$ cat src/hdl/srhp_pkg.sv
package srhp_pkg;

	localparam logic [15:0] MAX_PACKET_BYTES = 16'd4096;

	typedef enum logic [2:0] {
		PH_IDLE,
		PH_LEN_HI,
		PH_LEN_LO,
		PH_SPEC,
		PH_AREA,
		PH_IDENT,
		PH_DONE
	} phase_t;

	typedef enum logic [2:0] {
		ST_OK       = 3'd0,
		ST_OVERSIZE = 3'd1,
		ST_CATEGORY = 3'd2,
		ST_TOO_LONG = 3'd3,
		ST_PAST_END = 3'd4
	} status_t;

	typedef struct packed {
		logic [7:0]  byte_value;
		logic        first_byte;
		logic [15:0] buffer_size;
	} in_item_t;

	typedef struct packed {
		logic [2:0]  status;
		logic [7:0]  source_area;
		logic [7:0]  source_ident;
		logic        length_short;
		logic [15:0] record_length;
	} out_item_t;

endpackage

$ cat src/hdl/srhp_if.sv
interface srhp_in_if;
	logic        valid;
	logic        ready;
	logic [7:0]  byte_value;
	logic        first_byte;
	logic [15:0] buffer_size;

	modport source (output valid, output byte_value, output first_byte,
		output buffer_size, input ready);
	modport sink (input valid, input byte_value, input first_byte,
		input buffer_size, output ready);
endinterface

interface srhp_out_if;
	logic        valid;
	logic        ready;
	logic [2:0]  status;
	logic [7:0]  source_area;
	logic [7:0]  source_ident;
	logic        length_short;
	logic [15:0] record_length;

	modport source (output valid, output status, output source_area,
		output source_ident, output length_short, output record_length,
		input ready);
	modport sink (input valid, input status, input source_area,
		input source_ident, input length_short, input record_length,
		output ready);
endinterface

interface srhp_cfg_if;
	logic       valid;
	logic       ready;
	logic [7:0] data;

	modport source (output valid, output data, input ready);
	modport sink (input valid, input data, output ready);
endinterface

$ cat src/hdl/surveillance_record_header_parser_core.sv
// Channel | Dir | Payload
// rx      | in  | byte_value[7:0], first_byte, buffer_size[15:0]
// tx      | out | status[2:0], source_area[7:0], source_ident[7:0],
//         |     | length_short, record_length[15:0]
// cfg     | in  | data[7:0] -> expected category
//
// One byte per cycle unless tx stalls; the deciding byte is registered, parsed, and its result registered for tx.
// The rate is set by the parse stage, which updates the header state once per byte.
// arst_n clears the parse state, the category register and both valid flags.
// A stalled result holds the parse stage; rx ready drops once that stage is full too.
module surveillance_record_header_parser_core (
	input logic clk,
	input logic arst_n,
	srhp_in_if.sink    rx,
	srhp_out_if.source tx,
	srhp_cfg_if.sink   cfg
);
	import srhp_pkg::*;

	logic        valid_s1;
	in_item_t    item_s1;
	logic [7:0]  category_q;
	phase_t      phase_q, phase_d;
	logic [15:0] position_q;
	logic [15:0] length_q;
	logic [15:0] bufsize_q;
	logic [7:0]  area_q;
	logic        short_q;
	logic        out_valid_q;
	out_item_t   out_q;

	logic        out_free;
	logic        take_s1;
	logic        emit;
	out_item_t   res;
	logic [15:0] length_lo;
	logic [16:0] next_pos;
	logic        cat_ok;
	logic        size_ok;

	assign out_free  = !out_valid_q || tx.ready;
	assign take_s1   = valid_s1 && out_free;
	assign rx.ready  = !valid_s1 || out_free;
	assign cfg.ready = 1'b1;

	assign length_lo = {length_q[15:8], item_s1.byte_value};
	assign next_pos  = {1'b0, position_q} + 17'd1;
	assign size_ok   = item_s1.buffer_size <= MAX_PACKET_BYTES;
	assign cat_ok    = item_s1.byte_value == category_q;

	always_comb begin
		phase_d = phase_q;
		if (item_s1.first_byte) begin
			phase_d = (size_ok && cat_ok) ? PH_LEN_HI : PH_DONE;
		end else begin
			unique case (phase_q)
				PH_LEN_HI: phase_d = PH_LEN_LO;
				PH_LEN_LO: phase_d = (length_lo > bufsize_q) ? PH_DONE : PH_SPEC;
				PH_SPEC: begin
					if (item_s1.byte_value[0])
						phase_d = (next_pos >= {1'b0, length_q}) ? PH_DONE : PH_SPEC;
					else
						phase_d = PH_AREA;
				end
				PH_AREA:  phase_d = PH_IDENT;
				PH_IDENT: phase_d = PH_DONE;
				default:  phase_d = phase_q;
			endcase
		end
	end

	always_comb begin
		emit = 1'b0;
		res  = '0;
		if (item_s1.first_byte) begin
			if (!size_ok) begin
				emit       = 1'b1;
				res.status = ST_OVERSIZE;
			end else if (!cat_ok) begin
				emit       = 1'b1;
				res.status = ST_CATEGORY;
			end
		end else begin
			unique case (phase_q)
				PH_LEN_LO: begin
					if (length_lo > bufsize_q) begin
						emit              = 1'b1;
						res.status        = ST_TOO_LONG;
						res.record_length = length_lo;
					end
				end
				PH_SPEC: begin
					if (item_s1.byte_value[0] && next_pos >= {1'b0, length_q}) begin
						emit              = 1'b1;
						res.status        = ST_PAST_END;
						res.length_short  = short_q;
						res.record_length = length_q;
					end
				end
				PH_IDENT: begin
					emit              = 1'b1;
					res.status        = ST_OK;
					res.source_area   = area_q;
					res.source_ident  = item_s1.byte_value;
					res.length_short  = short_q;
					res.record_length = length_q;
				end
				default: emit = 1'b0;
			endcase
		end
	end

	always_ff @(posedge clk or negedge arst_n) begin
		if (!arst_n) begin
			valid_s1 <= 1'b0;
		end else if (rx.ready) begin
			valid_s1 <= rx.valid;
		end
	end

	always_ff @(posedge clk) begin
		if (rx.valid && rx.ready) begin
			item_s1.byte_value  <= rx.byte_value;
			item_s1.first_byte  <= rx.first_byte;
			item_s1.buffer_size <= rx.buffer_size;
		end
	end

	always_ff @(posedge clk or negedge arst_n) begin
		if (!arst_n) begin
			category_q <= '0;
		end else if (cfg.valid && cfg.ready) begin
			category_q <= cfg.data;
		end
	end

	always_ff @(posedge clk or negedge arst_n) begin
		if (!arst_n) begin
			phase_q    <= PH_IDLE;
			position_q <= '0;
			length_q   <= '0;
			bufsize_q  <= '0;
			area_q     <= '0;
			short_q    <= 1'b0;
		end else if (take_s1) begin
			phase_q <= phase_d;
			if (item_s1.first_byte) begin
				bufsize_q  <= item_s1.buffer_size;
				position_q <= '0;
				length_q   <= '0;
				area_q     <= '0;
				short_q    <= 1'b0;
			end else begin
				unique case (phase_q)
					PH_LEN_HI: length_q <= {item_s1.byte_value, 8'h00};
					PH_LEN_LO: begin
						length_q <= length_lo;
						if (length_lo <= bufsize_q) begin
							short_q    <= length_lo < bufsize_q;
							position_q <= 16'd3;
						end
					end
					PH_SPEC: begin
						if (item_s1.byte_value[0] && next_pos < {1'b0, length_q})
							position_q <= next_pos[15:0];
					end
					PH_AREA: area_q <= item_s1.byte_value;
					default: area_q <= area_q;
				endcase
			end
		end
	end

	always_ff @(posedge clk or negedge arst_n) begin
		if (!arst_n) begin
			out_valid_q <= 1'b0;
		end else if (take_s1 && emit) begin
			out_valid_q <= 1'b1;
		end else if (tx.ready) begin
			out_valid_q <= 1'b0;
		end
	end

	always_ff @(posedge clk) begin
		if (take_s1 && emit) begin
			out_q <= res;
		end
	end

	assign tx.valid         = out_valid_q;
	assign tx.status        = out_q.status;
	assign tx.source_area   = out_q.source_area;
	assign tx.source_ident  = out_q.source_ident;
	assign tx.length_short  = out_q.length_short;
	assign tx.record_length = out_q.record_length;

`ifndef SYNTHESIS
	a_emit_done: assert property (@(posedge clk) disable iff (!arst_n)
		(take_s1 && emit) |=> (phase_q == PH_DONE && out_valid_q))
		else $error("result issued without closing the packet");

	a_idle_silent: assert property (@(posedge clk) disable iff (!arst_n)
		(take_s1 && !item_s1.first_byte && (phase_q == PH_IDLE || phase_q == PH_DONE))
		|-> !emit)
		else $error("stray byte produced a result");

	a_reject_fields: assert property (@(posedge clk) disable iff (!arst_n)
		(out_valid_q && (out_q.status == ST_OVERSIZE || out_q.status == ST_CATEGORY))
		|-> (out_q.record_length == '0 && !out_q.length_short))
		else $error("header reject carries length data");

	a_accept_free: assert property (@(posedge clk) disable iff (!arst_n)
		!out_valid_q |-> rx.ready)
		else $error("input stalled with empty result register");
`endif

endmodule
$ cat src/flat_wrapper.sv
// flat-port wrapper written by rule: the top's interface ports become plain ports
module surveillance_record_header_parser_core_flat import srhp_pkg::*;
  (clk, arst_n, rx_valid, rx_byte_value, rx_first_byte, rx_buffer_size, rx_ready, tx_valid, tx_status, tx_source_area, tx_source_ident, tx_length_short, tx_record_length, tx_ready, cfg_valid, cfg_data, cfg_ready);
  srhp_in_if rx_i ();
  srhp_out_if tx_i ();
  srhp_cfg_if cfg_i ();
  input logic clk;
  input logic arst_n;
  input wire logic [$bits(rx_i.valid)-1:0] rx_valid;
  input wire logic [$bits(rx_i.byte_value)-1:0] rx_byte_value;
  input wire logic [$bits(rx_i.first_byte)-1:0] rx_first_byte;
  input wire logic [$bits(rx_i.buffer_size)-1:0] rx_buffer_size;
  output wire logic [$bits(rx_i.ready)-1:0] rx_ready;
  output wire logic [$bits(tx_i.valid)-1:0] tx_valid;
  output wire logic [$bits(tx_i.status)-1:0] tx_status;
  output wire logic [$bits(tx_i.source_area)-1:0] tx_source_area;
  output wire logic [$bits(tx_i.source_ident)-1:0] tx_source_ident;
  output wire logic [$bits(tx_i.length_short)-1:0] tx_length_short;
  output wire logic [$bits(tx_i.record_length)-1:0] tx_record_length;
  input wire logic [$bits(tx_i.ready)-1:0] tx_ready;
  input wire logic [$bits(cfg_i.valid)-1:0] cfg_valid;
  input wire logic [$bits(cfg_i.data)-1:0] cfg_data;
  output wire logic [$bits(cfg_i.ready)-1:0] cfg_ready;
  assign rx_i.valid = rx_valid;
  assign rx_i.byte_value = rx_byte_value;
  assign rx_i.first_byte = rx_first_byte;
  assign rx_i.buffer_size = rx_buffer_size;
  assign rx_ready = rx_i.ready;
  assign tx_valid = tx_i.valid;
  assign tx_status = tx_i.status;
  assign tx_source_area = tx_i.source_area;
  assign tx_source_ident = tx_i.source_ident;
  assign tx_length_short = tx_i.length_short;
  assign tx_record_length = tx_i.record_length;
  assign tx_i.ready = tx_ready;
  assign cfg_i.valid = cfg_valid;
  assign cfg_i.data = cfg_data;
  assign cfg_ready = cfg_i.ready;
  surveillance_record_header_parser_core u_core (.clk(clk), .arst_n(arst_n), .rx(rx_i), .tx(tx_i), .cfg(cfg_i));
endmodule
$ cat config.mk
export PLATFORM = sky130hd
export DESIGN_NAME = surveillance_record_header_parser_core_flat
export DESIGN_NICKNAME = d
export VERILOG_FILES = /design/src/hdl/srhp_pkg.sv /design/src/hdl/srhp_if.sv /design/src/hdl/surveillance_record_header_parser_core.sv /design/src/flat_wrapper.sv
export SDC_FILE = /design/constraint.sdc
export NUM_CORES = 1
export LEC_CHECK = 0
export ABC_AREA = 1
export BUFFER_PORTS_ARGS = -buffer_cell sky130_fd_sc_hd__buf_4
export CORE_MARGIN = 4
export CORE_UTILIZATION = 30
export CTS_BUF_LIST = sky130_fd_sc_hd__clkbuf_4 sky130_fd_sc_hd__clkbuf_8 sky130_fd_sc_hd__clkbuf_16
export DETAILED_ROUTE_END_ITERATION = 8
export GPL_TIMING_DRIVEN = 0
export PLACE_DENSITY = 0.45
export SETUP_SLACK_MARGIN = 0.05
export SLEW_MARGIN = 0
export SYNTH_ARGS = -nofsm -noshare
export SYNTH_HDL_FRONTEND = slang
export SYNTH_SLANG_ARGS = --single-unit
$ cat constraint.sdc
create_clock -name clk -period 4.1 [get_ports clk]
set_input_delay 0.615 -clock clk [delete_from_list [all_inputs] [get_ports clk]]
set_output_delay 0.615 -clock clk [all_outputs]
set_load 0.005 [all_outputs]
Word level (Yosys, flattened, before mapping)
Index checks and enable logic that the tools add are counted.
{ "op_classes": {"add_sub_neg": 1, "order_cmp": 6, "eq_ne": 9, "muxes": 35, "bitwise": 1, "n_reduce_logical": 26} }
{ "ops": {"columns": ["operator", "n"], "rows": [
  ["$mux W16", 5],
  ["$pmux W16 S2", 2],
  ["$pmux W16 S3", 1],
  ["$mux W3", 8],
  ["$add A16 B1 Y17 const B", 1],
  ["$ge A17 B16 Y1", 1],
  ["$lt A17 B16 Y1", 1],
  ["$mux W17", 1],
  ["$gt A16 B16 Y1", 1],
  ["$le A16 B13 Y1 const B", 1],
  ["$le A16 B16 Y1", 1],
  ["$lt A16 B16 Y1", 1],
  ["$mux W8", 2],
  ["$pmux W3 S5", 1],
  ["$mux W1", 10],
  ["$reduce_bool A2 Y1", 5],
  ["$eq A8 B8 Y1", 1],
  ["$reduce_and A2 Y1", 4],
  ["$eq A3 B2 Y1 const B", 2],
  ["$eq A3 B3 Y1 const B", 2],
  ["$logic_and A1 B1 Y1", 6],
  ["$ne A3 B1 Y1 const B", 2],
  ["$pmux W3 S2", 1],
  ["$reduce_and A3 Y1", 2],
  ["12 further kinds", 16]
]} }
{ "totals": {"register_bits": 131, "input_bits": 38, "output_inout_bits": 39, "word_cells": 96} }

Longest topological paths before layout
Gate-level depths: netlist of the first run.
{ "depth": {"word_depth": 8, "ltp_mapped": 22, "depth_no_buf": 21} }

Worst setup path after synthesis of the first run
No wires, ideal clock.
{ "synth_path": {"path_kind": "flip-flop to flip-flop", "from": "reg u_core.position_q[2]", "to": "reg u_core.out_q (netlist bit u_core.tx.length_short) (enable)", "setup_ns": 0.391, "arrival_ns": 3.020, "path_slack_ns": 0.690, "path_stages_with_launch": 22, "path_buffers": 0, "path_cell_list": "dfrtp_1 > nand2_1 > nor2_1 > nand2_1 > nor2_2 > inv_2 > nor2_4 > nand2_1 > xor2_1 > inv_1 > ha_1 > nand2_1 > nor2_1 > nand4_1 > nor2_1 > nand2_2 > and2_4 > nand2_1 > nand2_2 > nand4_1 > nand2_1 > inv_1"} }
{ "synth_between": {"elab_chain_cells": 7} }
{ "synth_rtl": {"columns": ["item", "line_no", "rtl"], "rows": [
  ["start, declared", "surveillance_record_header_parser_core.sv:24", "logic [15:0] position_q;"],
  ["start signal, assigned", "surveillance_record_header_parser_core.sv:165", "position_q <= next_pos[15:0];"],
  ["$add A16 B1 Y17", "surveillance_record_header_parser_core.sv:47", "assign next_pos = {1'b0, position_q} + 17'd1;"],
  ["$ge A17 B16 Y1", "surveillance_record_header_parser_core.sv:93", "if (item_s1.byte_value[0] && next_pos >= {1'b0, length_q}) begin"],
  ["$logic_and A1 B1 Y1", "surveillance_record_header_parser_core.sv:93", null],
  ["$mux W1", "surveillance_record_header_parser_core.sv:93", null],
  ["$pmux W1 S3", "surveillance_record_header_parser_core.sv:84", "unique case (phase_q)"],
  ["$mux W1", "surveillance_record_header_parser_core.sv:75", "if (item_s1.first_byte) begin"],
  ["$logic_and A1 B1 Y1", "surveillance_record_header_parser_core.sv:185", "if (take_s1 && emit) begin"],
  ["end signal, assigned", "surveillance_record_header_parser_core.sv:186", "out_q <= res;"],
  ["end, declared", "surveillance_record_header_parser_core.sv:30", "out_item_t out_q;"]
]} }
No other way between the ends.
A chain may end at the register's enable or synchronous reset.

Worst setup path in the final report of the first run
{ "layout_path": {"from": "reg u_core.position_q[0]", "to": "reg u_core.out_q (netlist bit u_core.tx.record_length[0]) (enable)"} }
The elaborated chain is that of the path after synthesis.

==> results of run 1 <==
sequential cells by signal (all words and copies together) (netlist names):
| name | count |
|---|---|
| u_core.tx.source_area | 8 |
| u_core.area_q | 8 |
| u_core.short_q | 1 |
| u_core.position_q | 16 |
| u_core.item_s1 | 25 |
| u_core.tx.length_short | 1 |
| u_core.phase_q | 3 |
| u_core.length_q | 16 |
| u_core.tx.valid | 1 |
| u_core.bufsize_q | 16 |
| u_core.tx.source_ident | 8 |
| u_core.tx.status | 3 |
| u_core.tx.record_length | 16 |
| u_core.valid_s1 | 1 |
| u_core.category_q | 8 |
per-stage QoR:
step           setup WS [ns]  instance area [um2]  TNS, ns  hold slack, ns  util (%)
2_1_floorplan          0.690                 6530        0           0.319         -
3_3_place_gp         -0.0797                 7440    -2.71           0.467      35.1
3_5_place_dp          -0.150                 7440    -5.30           0.473      35.1
4_1_cts               0.0778                 8040        0           0.348      37.9
5_1_grt                0.174                 8080        0           0.341      38.1
6_report               0.589                 8080        0           0.342      38.1
timing repair:
item                       in CTS  in global routing
resized for setup               2                  1
setup buffers                   0                  2
setup endpoints to repair      36                 36
cloned                          1                  0
logic make-up (layout without fill, tap and decap cells):
| logic type | after synthesis | after routing |
|---|---|---|
| DFF | 131 | 131 |
| xor gates and xnor gates | 15 | 15 |
| muxes | 2 | 2 |
| buffers and inverters | 126 | 236 |
| and+or+nand+nor | 294 | 294 |
| other | 1 | 1 |
| adders and majority gates | 33 | 33 |
| AOI/OAI and AO/OA | 102 | 102 |
cell type report:
| cell class | instances | area [um2] |
|---|---|---|
| tap | 275 | 344 |
| timing repair inverter | 1 | 7.51 |
| clock buffer | 17 | 425 |
| clock inverter | 15 | 158 |
| buffer | 16 | 87.6 |
| inverter | 110 | 417 |
| timing repair buffer | 77 | 603 |
| multi-input combinational | 447 | 2450 |
| fill | 2175 | 13100 |
| sequential | 131 | 3580 |
layout by cell type (no fill, tap or decap), types with 2 or more instances in the layout:
master                       Yosys  layout
sky130_fd_sc_hd__o21ai_0        43      43
sky130_fd_sc_hd__nor2_4          3       3
sky130_fd_sc_hd__nand2_2        13      14
sky130_fd_sc_hd__inv_6           0       7
sky130_fd_sc_hd__buf_4           1      76
sky130_fd_sc_hd__a21o_1          2       2
sky130_fd_sc_hd__buf_6           3       3
sky130_fd_sc_hd__dfrtp_1        70      70
sky130_fd_sc_hd__xnor2_1         6       6
sky130_fd_sc_hd__nand2_1       167     166
sky130_fd_sc_hd__nand3_2         2       2
sky130_fd_sc_hd__edfxtp_1       61      61
sky130_fd_sc_hd__clkinv_4        0       2
sky130_fd_sc_hd__inv_1         104     103
sky130_fd_sc_hd__nand4_1         8       8
sky130_fd_sc_hd__inv_8           0       3
sky130_fd_sc_hd__mux2_2          2       2
sky130_fd_sc_hd__nor3_1          3       3
sky130_fd_sc_hd__o21ai_2        16      16
sky130_fd_sc_hd__xor2_1          9       9
sky130_fd_sc_hd__nand3_1        25      25
sky130_fd_sc_hd__buf_12          0       2
sky130_fd_sc_hd__a21oi_1        28      28
sky130_fd_sc_hd__nand2_4         2       2
sky130_fd_sc_hd__clkinvlp_4      0       4
sky130_fd_sc_hd__clkinv_1        2       2
sky130_fd_sc_hd__ha_1           33      33
sky130_fd_sc_hd__clkbuf_1       11      11
sky130_fd_sc_hd__clkbuf_16       0      17
sky130_fd_sc_hd__inv_2           4       4
sky130_fd_sc_hd__nor2_1         60      60
sky130_fd_sc_hd__nor2_2          5       5
sky130_fd_sc_hd__o22ai_1         8       8
worst max path at each step:
stage | cells past startpoint | slack (ns) | endpoint | startpoint
3_5_place_dp | 21 | -0.15 | u_core.tx.source_area[4] | u_core.position_q[0]
3_3_place_gp | 21 | -0.08 | u_core.tx.record_length[7] | u_core.position_q[0]
4_1_cts | 19 | 0.08 | u_core.tx.record_length[0] | u_core.position_q[0]
6_report | 20 | 0.59 | u_core.tx.record_length[0] | u_core.position_q[0]
5_1_grt | 20 | 0.17 | u_core.tx.record_length[12] | u_core.position_q[0]
2_1_floorplan | 21 | 0.69 | u_core.tx.length_short | u_core.position_q[2]
report_power, final:
part	switching [uW]	internal, uW	total, uW
registers	164	1690	1860
clock network	640	861	1500
logic	902	527	1430
critical path: cells and delay by family (launching register included):
kind,cells,cell delay [ns]
AND/OR/NAND/NOR,13,1.64
adder cells (fa/ha/maj),2,0.51
flip-flops,1,0.40
buffers and inverters,2,0.32
XOR/XNOR,1,0.21
AO/OA/AOI/OAI,2,0.17
layer usage:
layer  vias up  global-route usage (%)
li1       2480                       -
met2       122                    22.9
met5         -                       0
met3        33                    3.22
met4         0                    5.88
met1      2331                    19.4
==> results.cfg, run 1 <==
[route]
met2_wirelength_um = 7790
post_drt_via_cell_ratio = 4.56
wl_per_instance_um = 15.4
route.final.wire_length_um = 16700
dr_wl_met3_um = 825
wirelength_met1_um = 7680
vias = 4966
initialDrtViolationCount = 310
ant_nets = 0
maxUsedRoutingLayer = met4
drt_drc = 0
firstDrtPassIters = 5

[layout]
antennaDiodeCount = 0
layoutNonFillerInstCount = 1089
area_growth_pct = 23.6
drive_above_1_share_pct = 20.4
nets_final = 872

[timing]
final.setup_skew_ns = 0.0189
timing.slew.headroom_pct = 34.8
tightest_slew_ns = 0.978
min_period_over_period_pct = 85.6
report.final.hold_viol_count = 0
final_max_slew_viol_count = 0
rsz_0062_raised_after_global_routing = false
min_period_ns = 3.51
finalSetupViolCount = 0
clock.fmax_mhz = 285

[global_routing]
grt_overflow = 0
maximum_number_of_pins_on_one_net_before_global_route_repair = 71
grt_pass1_vias = 5086
antenna_found_initial = 0
grt.total_usage_pct = 14.5
first_pass_grt_wire_length_um = 26900

[worst_setup_path]
critPathMaxStageDelay_ns = 0.40
end_kind = flop
required_ns = 4.27
critical_path.reg2reg.endpoint = u_core.tx.record_length[0]
critical-path-top-cell-by-count = sky130_fd_sc_hd__nand2_1
critPathLaunchType = flop
reg2regPathDepth = 20
cp_cell_sequence = ha_1, nand2_2, nor2_4, nand2_4, nor2_1, nand2_1, xnor2_1, ha_1, nand2_1, nand2_1, a21oi_1, o21ai_1, nor2_1, and2_4, nand2_1, nand2_2, nand4_1, nand2_2, clkinvlp_4, buf_12
critical-path-slowest-cell = sky130_fd_sc_hd__dfrtp_1
worst-setup-path-type = reg -> reg
critical_path_arrival_ns = 3.69
rrSetupSlack_ns = 0.59
crit_path_max_fanout = 18
worstReg2RegStart = u_core.position_q[0]

[floorplan]
die-height_um = 156
design.portCount = 77
floorplan.die.width_um = 156
die_area_um2 = 24200
core_area_um2 = 21200
row_count = 53
initial_utilization_pct = 30.8

[synth]
synth_top_family_by_area = simple AND/OR/NAND/NOR gates
synth_compound_area_share_pct = 9.12
syn-mean-instance-area_um2 = 9.28
async_flop_share_pct = 53.4
post_synthesis_simple_gate_area_fraction_pct = 19.6
synth_fa_ha_area_share_pct = 6.32
post_synth_xor_area_fraction_pct = 2.01
synthDominantCellAreaShare_pct = 28.0
mux_contribution_to_synthesized_area_pct = 0.345
yosys_register_bits = 131
synth.cells.most_frequent = sky130_fd_sc_hd__nand2_1, sky130_fd_sc_hd__inv_1, sky130_fd_sc_hd__dfrtp_1
synthTopCellsByArea = sky130_fd_sc_hd__edfxtp_1, sky130_fd_sc_hd__dfrtp_1, sky130_fd_sc_hd__nand2_1
mappedNetlistNets = 775
synth_top_area_cell = sky130_fd_sc_hd__edfxtp_1
syn_inst = 704
ys.warnings.count = 0
most_frequently_used_cell_type_in_the_post_synthesis_netlist = sky130_fd_sc_hd__nand2_1
number_of_synthesized_flops_with_an_enable_pin = 61
netlist_area_um2 = 6530
seq_area_frac_synth_pct = 54.8
synth_cell_types = 40
synth-main-ff-cell = sky130_fd_sc_hd__dfrtp_1

[power_and_ir_drop]
powerDensity_nw_per_um2 = 593
peakVddDrop_mv = 0.312
total_leakage_power_uw = 0.00369
fin_total_pwr_uw = 4790

[cts]
cts_tree = built
cts_hold_buf = 0
clk_path_buf_depth = 2
worst_skew_late_latency_ns = 0.43
cts.htree.levels = 4
root_buffer = sky130_fd_sc_hd__clkbuf_16
cts.sink_count = 131
clkSlewWorstSetupHoldPaths_ns = 0.06
cts-buffers-inserted = 17

[place]
place.detailed.instances = 1054
portBuffers = 75
detailed_place_hpwl_um = 12900
gp_congestion = 0.896

[worst_hold_path]
hp-class = in -> async

[status]
outcome = complete, no violations

[job]
max_cap_viol_count = 0
Power figures use the tool's default switching activity.
==> inputs of run 2 (changes only) <==
--- a/config.mk
+++ b/config.mk
@@ -6,14 +6,14 @@
 export NUM_CORES = 1
 export LEC_CHECK = 0
 export ABC_AREA = 1
-export BUFFER_PORTS_ARGS = -buffer_cell sky130_fd_sc_hd__buf_4
+export BUFFER_PORTS_ARGS = -buffer_cell sky130_fd_sc_hd__clkbuf_2
 export CORE_MARGIN = 4
 export CORE_UTILIZATION = 30
 export CTS_BUF_LIST = sky130_fd_sc_hd__clkbuf_4 sky130_fd_sc_hd__clkbuf_8 sky130_fd_sc_hd__clkbuf_16
 export DETAILED_ROUTE_END_ITERATION = 8
 export GPL_TIMING_DRIVEN = 0
 export PLACE_DENSITY = 0.45
-export SETUP_SLACK_MARGIN = 0.05
+export SETUP_SLACK_MARGIN = 0.15
 export SLEW_MARGIN = 0
 export SYNTH_ARGS = -nofsm -noshare
 export SYNTH_HDL_FRONTEND = slang
==> results.cfg, run 2 (synthesis gave the netlist of run 1 again) <==
[global_routing]
met2_track_usage_gr_pct = 22.2
grt.met1_usage_pct = 18.4
maximum_number_of_pins_on_one_net_before_global_route_repair = 41
grt_pass1_vias = 4784
grt-busiest-layer = met2
first_pass_grt_wire_length_um = 25700
grt_overflow = 0
use_met3_pct = 3.11
antenna_found_initial = 0
grt.total_usage_pct = 14.0

[floorplan]
row_count = 53
design.portCount = 77
die_area_um2 = 24200
floorplan.die.width_um = 156
initial_utilization_pct = 30.8
core_area_um2 = 21200
die-height_um = 156

[cts]
cts_hold_buf = 0
clkSlewWorstSetupHoldPaths_ns = 0.06
cts.htree.levels = 4
cts-buffers-inserted = 17
clk_path_buf_depth = 2
cts_tree = built
cts.sink_count = 131
root_buffer = sky130_fd_sc_hd__clkbuf_16
worst_skew_late_latency_ns = 0.42

[worst_setup_path]
rrSetupSlack_ns = 0.56
crit_start = u_core.position_q[0]
critPathLaunchType = flop
worstReg2RegStart = u_core.position_q[0]
crit_path_max_fanout = 36
worst-setup-path-type = reg -> reg
critical_path.reg2reg.endpoint = u_core.tx.record_length[14]
required_ns = 4.16
critical_path_arrival_ns = 3.60
reg2regPathDepth = 18
worstSetupEndpoint = u_core.tx.record_length[14]
end_kind = flop

[timing]
min_period_over_period_pct = 86.4
final_max_slew_viol_count = 0
finalSetupViolCount = 0
report.final.hold_viol_count = 0
timing.slew.headroom_pct = 34.1
clock.fmax_mhz = 282
final.setup_skew_ns = 0.00858
rsz_0062_raised_after_global_routing = false
tightest_slew_ns = 0.988
totalNegativeSetupSlack_ns = 0
min_period_ns = 3.54

[layout]
largest_register_ffs = 25
final_core_util_pct = 37.2
drive_above_1_share_pct = 20.1
layout.cells.most_common_list = sky130_fd_sc_hd__nand2_1, sky130_fd_sc_hd__inv_1, sky130_fd_sc_hd__clkbuf_2
largest_register = u_core.item_s1
nets_final = 870
area_growth_pct = 21.0
antennaDiodeCount = 0
final_common_cell = sky130_fd_sc_hd__nand2_1

[route]
initialDrtViolationCount = 205
drt_drc = 0
firstDrtPassIters = 5
vias = 4845
wl_per_instance_um = 15.0
ant_nets = 0
route.final.wire_length_um = 16300
post_drt_via_cell_ratio = 4.46

[place]
gp_congestion = 0.862
portBuffers = 75
detailed_place_hpwl_um = 12700

[status]
outcome = complete, no violations

[power_and_ir_drop]
powerDensity_nw_per_um2 = 604
total_leakage_power_uw = 0.00365
fin_total_pwr_uw = 4770
peakVddDrop_mv = 0.329

[worst_hold_path]
hp-class = in -> async

[job]
max_cap_viol_count = 0
run 2: routing by layer:
metal / wire length (um) / vias to the layer above
li1: - / 2484
met1: 7810 / 2265
met2: 7570 / 71
met3: 457 / 25
met4: 488 / 0
met5: 0 / -
run 2: worst min-delay path by stage:
stage / from / end / slack [ns] / depth (start not counted)
floorplan: arst_n / u_core.area_q[0] / 0.32 / 0
global placement: u_core.area_q[4] / u_core.area_q[4] / 0.47 / 2
detailed placement: u_core.bufsize_q[0] / u_core.bufsize_q[0] / 0.47 / 2
CTS: arst_n / u_core.position_q[4] / 0.18 / 1
global route: arst_n / u_core.position_q[4] / 0.19 / 1
finish: arst_n / u_core.position_q[4] / 0.18 / 1
run 2: final cells by class:
type,instances,area (um2)
clock inverter,14,168
timing repair buffer,76,405
fill,2185,13300
inverter,110,415
clock buffer,18,450
tap,275,344
buffer,16,87.6
sequential,131,3580
multi-input combinational,447,2450
run 2: what timing repair did:
action | in CTS | in global routing
resized for setup | 0 | 2
endpoints found under the setup margin | 0 | 36
buffers inserted | 0 | 0
run 2: worst max-delay path: stages, from the launching register on:
cell and delay (ns):
sky130_fd_sc_hd__dfrtp_1 0.41, sky130_fd_sc_hd__ha_1 0.23, sky130_fd_sc_hd__nand2_2 0.08, sky130_fd_sc_hd__nor2_4 0.15
sky130_fd_sc_hd__nand2_4 0.10, sky130_fd_sc_hd__nor3_1 0.19, sky130_fd_sc_hd__xor2_1 0.13, sky130_fd_sc_hd__ha_1 0.33
sky130_fd_sc_hd__nand2_1 0.06, sky130_fd_sc_hd__nor2_1 0.09, sky130_fd_sc_hd__nand4_1 0.09, sky130_fd_sc_hd__nor2_1 0.19
sky130_fd_sc_hd__nand2_2 0.09, sky130_fd_sc_hd__and2_4 0.14, sky130_fd_sc_hd__nand2_1 0.06, sky130_fd_sc_hd__nand2_2 0.11
sky130_fd_sc_hd__nand4_1 0.11, sky130_fd_sc_hd__nand2_1 0.18, sky130_fd_sc_hd__inv_4 0.39
run 2: through the flow:
stage,setup slack (ns),instances,hold WS (ns),area [um2]
floorplan,0.690,704,0.319,6530
global placement,-0.216,1054,0.469,7250
detailed placement,0.291,1055,0.474,7280
CTS,0.270,1087,0.181,7900
global route,0.216,1087,0.194,7900
finish,0.556,1087,0.178,7900
run 2: power breakdown:
part | total (uW) | switching (uW) | internal, uW
clock network | 1580 | 627 | 952
logic | 1340 | 878 | 460
registers | 1850 | 161 | 1690
